File: config.mk
export PLATFORM = sky130hd
export DESIGN_NAME = msb_first_bit_packer_unit_flat
export DESIGN_NICKNAME = d
export VERILOG_FILES = /design/src/mbp_pkg.sv /design/src/mbp_field_if.sv /design/src/mbp_word_if.sv /design/src/mbp_in_stage.sv /design/src/mbp_pack_core.sv /design/src/mbp_out_stage.sv /design/src/msb_first_bit_packer_unit.sv /design/src/flat_wrapper.sv
export SDC_FILE = /design/constraint.sdc
export NUM_CORES = 1
export LEC_CHECK = 0
export ABC_AREA = 1
export BUFFER_PORTS_ARGS = -buffer_cell sky130_fd_sc_hd__buf_2
export CAP_MARGIN = 20
export CORE_UTILIZATION = 33
export CTS_CLUSTER_DIAMETER = 80
export CTS_CLUSTER_SIZE = 28
export DETAILED_ROUTE_END_ITERATION = 8
export PLACE_DENSITY = 0.58
export SYNTH_ARGS = -nofsm -noshare
export SYNTH_HDL_FRONTEND = slang
export SYNTH_SLANG_ARGS = --single-unit
File: constraint.sdc
create_clock -name clk -period 9.02 [get_ports clk]
set_input_delay 2.706 -clock clk [delete_from_list [all_inputs] [get_ports clk]]
set_output_delay 2.706 -clock clk [all_outputs]
set_load 0.02 [all_outputs]
File: src/mbp_pkg.sv
// package: shared types and constants for the msb-first bit packer
`default_nettype none
package mbp_pkg;

  localparam int WordBits = 64;
  localparam int LenW     = 7;
  localparam int CntW     = 6;

  localparam logic CmdAppend = 1'b0;
  localparam logic CmdFlush  = 1'b1;

  localparam logic [LenW-1:0] FullLen = LenW'(WordBits);

  typedef struct packed {
    logic                cmd;
    logic [WordBits-1:0] field_value;
    logic [LenW-1:0]     field_len;
  } item_t;

  typedef struct packed {
    logic [WordBits-1:0] packed_word;
    logic [LenW-1:0]     valid_bits;
    logic                last;
  } result_t;

endpackage
`default_nettype wire

File: src/mbp_field_if.sv
// interface: field channel carrying append and flush commands
`default_nettype none
interface mbp_field_if;
  logic                         valid;
  logic                         ready;
  logic                         cmd;
  logic [mbp_pkg::WordBits-1:0] field_value;
  logic [mbp_pkg::LenW-1:0]     field_len;

  modport source (output valid, output cmd, output field_value, output field_len,
                  input ready);
  modport sink   (input valid, input cmd, input field_value, input field_len,
                  output ready);
endinterface
`default_nettype wire

File: src/mbp_word_if.sv
// interface: word channel carrying packed output words
`default_nettype none
interface mbp_word_if;
  logic                         valid;
  logic                         ready;
  logic [mbp_pkg::WordBits-1:0] packed_word;
  logic [mbp_pkg::LenW-1:0]     valid_bits;
  logic                         last;

  modport source (output valid, output packed_word, output valid_bits, output last,
                  input ready);
  modport sink   (input valid, input packed_word, input valid_bits, input last,
                  output ready);
endinterface
`default_nettype wire

File: src/mbp_in_stage.sv
// module: input register for field channel transfers
`default_nettype none
module mbp_in_stage (
  input  wire logic          clk,
  input  wire logic          rst,
  mbp_field_if.sink          fields,
  output logic               item_valid,
  output mbp_pkg::item_t     item,
  input  wire logic          advance
);
  import mbp_pkg::*;

  assign fields.ready = !item_valid || advance;

  always_ff @(posedge clk) begin
    if (rst) begin
      item_valid <= 1'b0;
    end else if (fields.valid && fields.ready) begin
      item_valid <= 1'b1;
    end else if (advance) begin
      item_valid <= 1'b0;
    end
  end

  always_ff @(posedge clk) begin
    if (fields.valid && fields.ready) begin
      item.cmd         <= fields.cmd;
      item.field_value <= fields.field_value;
      item.field_len   <= fields.field_len;
    end
  end

endmodule
`default_nettype wire

File: src/mbp_pack_core.sv
// module: packing state and single-pass append/flush logic
`default_nettype none
module mbp_pack_core (
  input  wire logic             clk,
  input  wire logic             rst,
  input  wire logic             item_valid,
  input  wire mbp_pkg::item_t   item,
  input  wire logic             out_ready,
  output logic                  advance,
  output logic                  res_load,
  output mbp_pkg::result_t      res
);
  import mbp_pkg::*;

  logic [WordBits-1:0] partial_word;
  logic [WordBits-1:0] partial_word_next;
  logic [CntW-1:0]     bits_held;
  logic [CntW-1:0]     bits_held_next;

  logic [LenW-1:0]     len_sat;
  logic [WordBits-1:0] field_mask;
  logic [WordBits-1:0] value;
  logic [LenW-1:0]     total;
  logic [CntW-1:0]     fill_shift;
  logic [CntW-1:0]     rest;
  logic [CntW-1:0]     rest_shift;
  logic                res_valid;

  assign advance  = item_valid && out_ready;
  assign res_load = advance && res_valid;

  // overlong lengths count as a full word
  assign len_sat    = (item.field_len > FullLen) ? FullLen : item.field_len;
  assign field_mask = len_sat[CntW] ? '1
                    : ((WordBits'(1) << len_sat[CntW-1:0]) - WordBits'(1));
  assign value      = item.field_value & field_mask;
  assign total      = LenW'(bits_held) + len_sat;
  assign fill_shift = CntW'(FullLen - total);
  assign rest       = total[CntW-1:0];
  assign rest_shift = CntW'(FullLen - LenW'(rest));

  always_comb begin
    partial_word_next = partial_word;
    bits_held_next    = bits_held;
    res_valid         = 1'b0;
    res.packed_word   = partial_word;
    res.valid_bits    = LenW'(bits_held);
    res.last          = 1'b1;
    if (item.cmd == CmdFlush) begin
      res_valid         = (bits_held != '0);
      partial_word_next = '0;
      bits_held_next    = '0;
    end else if (len_sat != '0) begin
      if (!total[CntW]) begin
        partial_word_next = partial_word | (value << fill_shift);
        bits_held_next    = total[CntW-1:0];
      end else begin
        // word fills; leftover bits start the next word
        res_valid         = 1'b1;
        res.packed_word   = partial_word | (value >> rest);
        res.valid_bits    = FullLen;
        res.last          = 1'b0;
        partial_word_next = (rest == '0) ? '0 : (value << rest_shift);
        bits_held_next    = rest;
      end
    end
  end

  always_ff @(posedge clk) begin
    if (rst) begin
      partial_word <= '0;
      bits_held    <= '0;
    end else if (advance) begin
      partial_word <= partial_word_next;
      bits_held    <= bits_held_next;
    end
  end

endmodule
`default_nettype wire

File: src/mbp_out_stage.sv
// module: output register driving the word channel
`default_nettype none
module mbp_out_stage (
  input  wire logic             clk,
  input  wire logic             rst,
  input  wire logic             res_load,
  input  wire mbp_pkg::result_t res,
  output logic                  out_ready,
  mbp_word_if.source            words
);
  import mbp_pkg::*;

  assign out_ready = !words.valid || words.ready;

  always_ff @(posedge clk) begin
    if (rst) begin
      words.valid <= 1'b0;
    end else if (out_ready) begin
      words.valid <= res_load;
    end
  end

  always_ff @(posedge clk) begin
    if (res_load && out_ready) begin
      words.packed_word <= res.packed_word;
      words.valid_bits  <= res.valid_bits;
      words.last        <= res.last;
    end
  end

endmodule
`default_nettype wire

File: src/msb_first_bit_packer_unit.sv
// top level: msb-first variable-length bit packer into 64-bit words
//
// fields channel: each transfer is one command. cmd append takes the low
// field_len bits (1..64, larger values act as 64, zero does nothing) of
// field_value and appends them after the bits already held, msb first.
// cmd flush emits the held partial word, zero padded at the low end, with
// last set, and empties the packer; a flush with nothing held emits nothing.
// words channel: packed_word holds the earliest bit in bit 63, valid_bits
// counts meaningful bits from the top (64 for a filled word).
// datapath: a field transfer loads the input register, the single-pass core
// merges it into the held bits, and the output register loads the word that
// then drives the words channel.
// throughput: one field transfer per cycle unless the receiver stalls, set
// by the single-pass shift and merge between the two registers; at most one
// word per field. the receiver may stall: the output register holds its word
// and the packer stops; fields.ready drops once the input register holds a
// field, so at most one more field is taken.
// reset (rst, synchronous) empties the packer and both registers.
`default_nettype none
module msb_first_bit_packer_unit (
  input  wire logic clk,
  input  wire logic rst,
  mbp_field_if.sink   fields,
  mbp_word_if.source  words
);
  import mbp_pkg::*;

  logic    item_valid;
  item_t   item;
  logic    advance;
  logic    res_load;
  result_t res;
  logic    out_ready;

  mbp_in_stage u_in_stage (
    .clk        (clk),
    .rst        (rst),
    .fields     (fields),
    .item_valid (item_valid),
    .item       (item),
    .advance    (advance)
  );

  mbp_pack_core u_pack_core (
    .clk        (clk),
    .rst        (rst),
    .item_valid (item_valid),
    .item       (item),
    .out_ready  (out_ready),
    .advance    (advance),
    .res_load   (res_load),
    .res        (res)
  );

  mbp_out_stage u_out_stage (
    .clk       (clk),
    .rst       (rst),
    .res_load  (res_load),
    .res       (res),
    .out_ready (out_ready),
    .words     (words)
  );

endmodule
`default_nettype wire

File: src/flat_wrapper.sv
// flat-port wrapper written by rule: the top's interface ports become plain ports
module msb_first_bit_packer_unit_flat import mbp_pkg::*;
  (clk, rst, fields_valid, fields_cmd, fields_field_value, fields_field_len, fields_ready, words_valid, words_packed_word, words_valid_bits, words_last, words_ready);
  mbp_field_if fields_i ();
  mbp_word_if words_i ();
  input  wire logic clk;
  input  wire logic rst;
  input wire logic [$bits(fields_i.valid)-1:0] fields_valid;
  input wire logic [$bits(fields_i.cmd)-1:0] fields_cmd;
  input wire logic [$bits(fields_i.field_value)-1:0] fields_field_value;
  input wire logic [$bits(fields_i.field_len)-1:0] fields_field_len;
  output wire logic [$bits(fields_i.ready)-1:0] fields_ready;
  output wire logic [$bits(words_i.valid)-1:0] words_valid;
  output wire logic [$bits(words_i.packed_word)-1:0] words_packed_word;
  output wire logic [$bits(words_i.valid_bits)-1:0] words_valid_bits;
  output wire logic [$bits(words_i.last)-1:0] words_last;
  input wire logic [$bits(words_i.ready)-1:0] words_ready;
  assign fields_i.valid = fields_valid;
  assign fields_i.cmd = fields_cmd;
  assign fields_i.field_value = fields_field_value;
  assign fields_i.field_len = fields_field_len;
  assign fields_ready = fields_i.ready;
  assign words_valid = words_i.valid;
  assign words_packed_word = words_i.packed_word;
  assign words_valid_bits = words_i.valid_bits;
  assign words_last = words_i.last;
  assign words_i.ready = words_ready;
  msb_first_bit_packer_unit u_core (.clk(clk), .rst(rst), .fields(fields_i), .words(words_i));
endmodule
==> results of run 1 <==
cell families after synthesis:
kind of cell,Yosys count,share of synthesized area
fa+ha+maj,7,0.00474
xor+xnor,4,0.00190
flops,216,0.312
mux,4,0.00217
compound gates,406,0.122
buf+inv,339,0.0745
simple gates,2099,0.482
layer usage:
metal | track usage | share of wire | vias to the layer above | wire length [microns]
met3 | 0.0580 | 0.12 | 160 | 9700
met1 | 0.415 | 0.43 | 9852 | 35900
met5 | 0 | 0 | - | 0
met4 | 0.109 | 0.042 | 0 | 3520
met2 | 0.423 | 0.41 | 1281 | 34500
li1 | - | - | 10317 | -
state kept, by name, indices dropped and copies added (netlist names):
signal,cells
u_core.u_in_stage.item,72
u_core.u_out_stage.words.valid,1
u_core.u_pack_core.partial_word,64
u_core.u_in_stage.item_valid,1
u_core.u_pack_core.bits_held,6
u_core.u_out_stage.words.valid_bits,7
u_core.u_out_stage.words.last,1
u_core.u_out_stage.words.packed_word,64
worst max path at each step:
stage	start	end	slack, ns	depth (start not counted)
6_report	u_core.u_in_stage.item[6]	u_core.u_out_stage.words.packed_word[1]	2.46	17
5_1_grt	u_core.u_in_stage.item[6]	u_core.u_out_stage.words.packed_word[1]	2.05	17
4_1_cts	u_core.u_in_stage.item[6]	u_core.u_out_stage.words.packed_word[1]	2.67	17
3_3_place_gp	u_core.u_in_stage.item[6]	u_core.u_out_stage.words.packed_word[1]	2.84	17
2_1_floorplan	words_ready	u_core.u_out_stage.words.last	2.09	4
3_5_place_dp	u_core.u_in_stage.item[6]	u_core.u_out_stage.words.packed_word[1]	2.71	17
critical path: cells and delay by family (launching register included):
family / cells / cell delay, ns
AND/OR/NAND/NOR: 7 / 2.73
buffers and inverters: 5 / 1.98
flip-flops: 1 / 0.60
adder cells (fa/ha/maj): 1 / 0.56
AO/OA/AOI/OAI: 4 / 0.48
cell usage after synthesis, drive strengths merged:
| master | number |
|---|---|
| a21oi | 156 |
| xor2 | 1 |
| clkinv | 5 |
| a31o | 10 |
| inv | 141 |
| o21ai | 156 |
| nand3 | 573 |
| nand3b | 9 |
| edfxtp | 144 |
| o31ai | 3 |
| a31oi | 18 |
| xnor2 | 3 |
| nand2 | 1185 |
| o22ai | 18 |
| a21o | 7 |
| nor3 | 7 |
| o21a | 4 |
| a211oi | 1 |
| a41o | 3 |
| or2 | 9 |
| a21boi | 1 |
| dfxtp | 72 |
| mux2i | 4 |
| buf | 108 |
| nor4 | 2 |
| and2 | 2 |
| nand4 | 50 |
| o211ai | 19 |
| clkbuf | 85 |
| nor2 | 262 |
| o21bai | 10 |
| ha | 7 |
through the flow:
stage | util | worst slack (ns)
floorplan | - | 2.09
global placement | 0.355 | 2.84
detailed placement | 0.355 | 2.71
CTS | 0.367 | 2.67
global route | 0.367 | 2.05
finish | 0.367 | 2.46
area by class of cell:
class	count	area (sq um)	area share
clock inverters	14	213	0.0105
well taps	748	936	0.0462
clock buffers	18	450	0.0222
flip-flops and latches	216	5770	0.284
repair buffers	178	963	0.0475
multi-input cells	2520	11400	0.562
inverters	146	548	0.0270
power groups by stage:
stage | Combinational (W) | Sequential, W | Clock, W
floorplan | 0.000995 | 0.00116 | 0
global placement | 0.00149 | 0.00116 | 0
detailed placement | 0.00149 | 0.00116 | 0
CTS | 0.00149 | 0.00114 | 0.000919
global route | 0.00168 | 0.00114 | 0.000950
finish | 0.00155 | 0.00114 | 0.000902
layout by cell type, fill, tap and decap left out, drive strengths merged:
cell / count
a31o: 10
o21ai: 156
o22ai: 18
a21boi: 1
a21o: 7
ha: 7
a31oi: 18
nor4: 2
xor2: 1
buf: 178
and2: 2
nor3: 7
inv: 151
xnor2: 3
mux2i: 4
dfxtp: 72
a21oi: 156
nor2: 262
o21bai: 10
or2: 9
o211ai: 19
a41o: 3
nand3b: 9
edfxtp: 144
o21a: 4
nand2: 1185
o31ai: 3
a211oi: 1
clkinvlp: 1
nand3: 573
nand4: 50
clkinv: 8
clkbuf: 18
==> metrics.yaml, run 1 <==
min_path_type: "flop to flop"
p_clk_frac: 0.251
htree_levels: 1
firstDrtPassIters: 7
finalCriticalPeriod_ns: 6.56
finalSetupViolations: 0
tightest_slew_ns: 1.14
critPathRequiredTime_ns: 9.41
finalPower_w: 0.00359
syn_to_final_growth_pct: 9.71
clkTransAtPathRegs_ns: 0.09
worstRegToRegCells: 17
synth_seq_cells: 216
crit_chain: "inv_2 > nand2_1 > inv_1 > ha_1 > nand2_1 > nor2_1 > a211oi_1 > or2_1 > nand2_1 > inv_2 > nor3_4 > inv_2 > nor2_4 > inv_2 > a31oi_1 > a21oi_1 > o21ai_1"
final_area_sq_mm: 0.0203
clk_latency_ns: 0.56
synth_area_sq_mm: 0.0185
drtAntennaViolNets: 0
layout.cells.non_filler: 3840
synth_nets: 3158
postCtsSetupRepairBufs: 0
tns_ns: 0
synth_area_leaders: "nand2_1 (24%), edfxtp_1 (23%), nand3_1 (15%)"
io_buffer_count: 149
total_leakage_power_nw: 9.38
crit_arrival_ns: 6.95
maxSlewHeadroom: 0.240
slowest_stage: "nand2_1"
hold_viol_final: 0
grt_pass1_vias: 19486
gp_congestion: 1.06
ios: 150
dieHeight_microns: 239
timing.rr.end: "u_core.u_out_stage.words.packed_word[1]"
synthCells: 3075
yosysSeqAreaShare: 0.312
drv_slew: 0
status: "completed"
cts.sinks: 216
vias: 21610
grt_max_degree: 74
seq_power_share: 0.317
routed_wl_microns: 83600
first_iter_violations: 3420
cts-root-buf: "clkbuf_16"
gr-total-overflow: 0
rsz0062_at_grt: "false"
dieArea_sq_mm: 0.0569
vias_per_cell: 5.63
cpMostUsedCell: "inv_2"
power.density_mw_per_mm2: 177
r2r_start: "u_core.u_in_stage.item[6]"
wl_per_cell_microns: 21.8
hold_slack_ns: 0.466
syn_area_per_cell_sq_um: 6.01
period_share: 0.728
cp-start-kind: "flop"
synth.top_cell.area_share: 0.240
globalRouteTotalUtil: 0.289
crit_path_max_fanout: 46
hold_depth: 2
power.switching_w: 0.00166
grt_pass1_wl_microns: 124000
clock.fmax_mhz: 152
synth_area_leader_cell: "nand2_1"
antennaDiodeCount: 0
critPathMaxStageDelay_ns: 0.74
fin_worst_skew_ns: 0.0343
start_util: 0.335
placementRows: 86
dp_hpwl_microns: 64900
cts_buffers: 18
nets: 3163
cts_tree: "yes"
drive_gt1_frac: 0.0906
placed_cells: 3808
fillCellCount: 6118
crit_type: "flop to flop"
p_sw_frac: 0.464
yosysWarnings: 0
core-area_sq_mm: 0.0552
antenna_found_initial: 0
ctsResizeCount: 0
cts.path.max_buffers: 3
p_int_w: 0.00192
cp-end-kind: "flop"
drt_drc_violations_left: 0
max-cap-violations: 0
yosysUniqueCellTypes: 50
place_area_sq_mm: 0.0196
cts_hold_buffers: 0
hold_start: "u_core.u_pack_core.partial_word[45]"
hold-path-endpoint: "u_core.u_pack_core.partial_word[45]"
ir_worst_vdd_mv: 0.122
combPwrFrac: 0.432
die_x_microns: 239
r2r_slack_ns: 2.46
Note: power is estimated with default switching activity, not from simulation.
==> inputs of run 2 (changes only) <==
clock period = 6.15 ns   (was 9.02 ns; I/O delays follow)
==> metrics.yaml, run 2 (synthesized netlist as in run 1, its figures left out) <==
drtAntennaViolNets: 0
finalCriticalPeriod_ns: 5.19
max-cap-violations: 0
ctsResizeCount: 0
start_util: 0.335
clock.fmax_mhz: 193
cts_tree: "yes"
core-area_sq_mm: 0.0552
cp-end-kind: "flop"
r2r_slack_ns: 0.96
cts_buffers: 16
dp_hpwl_microns: 66900
cts.path.max_buffers: 3
dieArea_sq_mm: 0.0569
nets: 3186
hold_viol_final: 0
tns_ns: 0
power.density_mw_per_mm2: 256
drive_gt1_frac: 0.0967
layout_common_cells: "nand2_1 (1177), nand3_1 (572), nor2_1 (238)"
finalSetupViolations: 0
grt_max_degree: 73
crit_arrival_ns: 5.45
top_regs: "u_core.u_in_stage.item: 72 flops, u_core.u_out_stage.words.packed_word: 64 flops, u_core.u_pack_core.partial_word: 64 flops"
firstDrtPassIters: 6
cts.sinks: 216
grt_pass1_wl_microns: 127000
grt_pass1_vias: 19682
rsz0062_at_grt: "false"
min_path_type: "flop to flop"
fillCellCount: 6189
wl_per_cell_microns: 22.2
ir_worst_vdd_mv: 0.197
routed_wl_microns: 85800
htree_levels: 1
dieHeight_microns: 239
crit_type: "flop to flop"
vias_per_cell: 5.68
antenna_found_initial: 1
clk_latency_ns: 0.55
io_buffer_count: 149
fin_worst_skew_ns: 0.0250
maxSlewHeadroom: 0.368
final_common_cell: "nand2_1"
gr-total-overflow: 0
postCtsSetupRepairBufs: 0
hold_slack_ns: 0.467
die_x_microns: 239
first_iter_violations: 3438
globalRouteTotalUtil: 0.296
tightest_slew_ns: 0.947
antennaDiodeCount: 0
vias: 21944
critPathRequiredTime_ns: 6.42
cp-start-kind: "flop"
largest_reg_flops: 72
gp_congestion: 1.05
cts_hold_buffers: 0
drv_slew: 0
syn_to_final_growth_pct: 10.6
placementRows: 86
ios: 150
largest-register: "u_core.u_in_stage.item"
crit_path_max_fanout: 23
period_share: 0.843
status: "completed"
total_leakage_power_nw: 9.48
drt_drc_violations_left: 0
cts-root-buf: "clkbuf_16"
clkTransAtPathRegs_ns: 0.09
run 2: cell types whose count changed in the layout (fill, tap and decap cells not counted), sizes merged:
cell	previous run	this run
inv	151	145
clkbuf	18	19
clkinv	8	9
buf	178	203
run 2: final timing paths:
kind | cells past startpoint | end | startpoint
min | 2 | u_core.u_pack_core.partial_word[14] | u_core.u_pack_core.partial_word[14]
max | 26 | u_core.u_out_stage.words.packed_word[0] | u_core.u_in_stage.item[6]
min reg2reg | 2 | u_core.u_pack_core.partial_word[14] | u_core.u_pack_core.partial_word[14]
max reg2reg | 26 | u_core.u_out_stage.words.packed_word[0] | u_core.u_in_stage.item[6]
run 2: area by class of cell:
class	count	area, sq um	share of cell area
multi-input cells	2520	11400	0.558
well taps	748	936	0.0458
inverters	146	548	0.0268
flip-flops and latches	216	5770	0.282
repair buffers	203	1180	0.0576
clock buffers	19	475	0.0233
clock inverters	9	133	0.00649
run 2: critical path, cell delays in order (launching register included):
cell and delay [ns]:
edfxtp_1 0.57, inv_2 0.22, buf_4 0.34, o21ai_0 0.15, nand2_1 0.29, nor2_1 0.11
nand2_1 0.12, ha_1 0.19, inv_1 0.06, nor2_1 0.18, nand3_1 0.30, nor3_1 0.66
nand2_1 0.12, nand2_1 0.08, nand3_1 0.11, nand2_1 0.12, nand2_1 0.10, nand2_1 0.11
nand2_1 0.05, nand2_1 0.11, nand2_1 0.06, o21ai_0 0.22, nand2_1 0.13, nand2_1 0.15
nand2_1 0.07, nand2_1 0.20, o21ai_1 0.08
run 2: routing by layer:
| metal | up-vias | wire length, microns | global-route usage |
|---|---|---|---|
| met2 | 1227 | 36700 | 0.449 |
| met3 | 148 | 8450 | 0.0536 |
| li1 | 10341 | - | - |
| met1 | 10226 | 37500 | 0.422 |
| met4 | 2 | 3190 | 0.0973 |
| met5 | - | 13 | 0 |
run 2: per-stage QoR:
stage / cell area, sq um / cells / util / power (W) / setup slack [ns]
2_1_floorplan: 18500 / 3075 / - / 0.00316 / 0.935
3_3_place_gp: 19800 / 3833 / 0.359 / 0.00393 / 1.24
3_5_place_dp: 19800 / 3833 / 0.359 / 0.00392 / 1.24
4_1_cts: 20400 / 3861 / 0.370 / 0.00516 / 1.22
5_1_grt: 20400 / 3861 / 0.370 / 0.00547 / 0.559
6_report: 20400 / 3861 / 0.370 / 0.00523 / 0.964
run 2: report_power, final:
group | internal (W) | switching, W
logic | 0.000606 | 0.00171
registers | 0.00162 | 0.0000422
clock network | 0.000601 | 0.000642
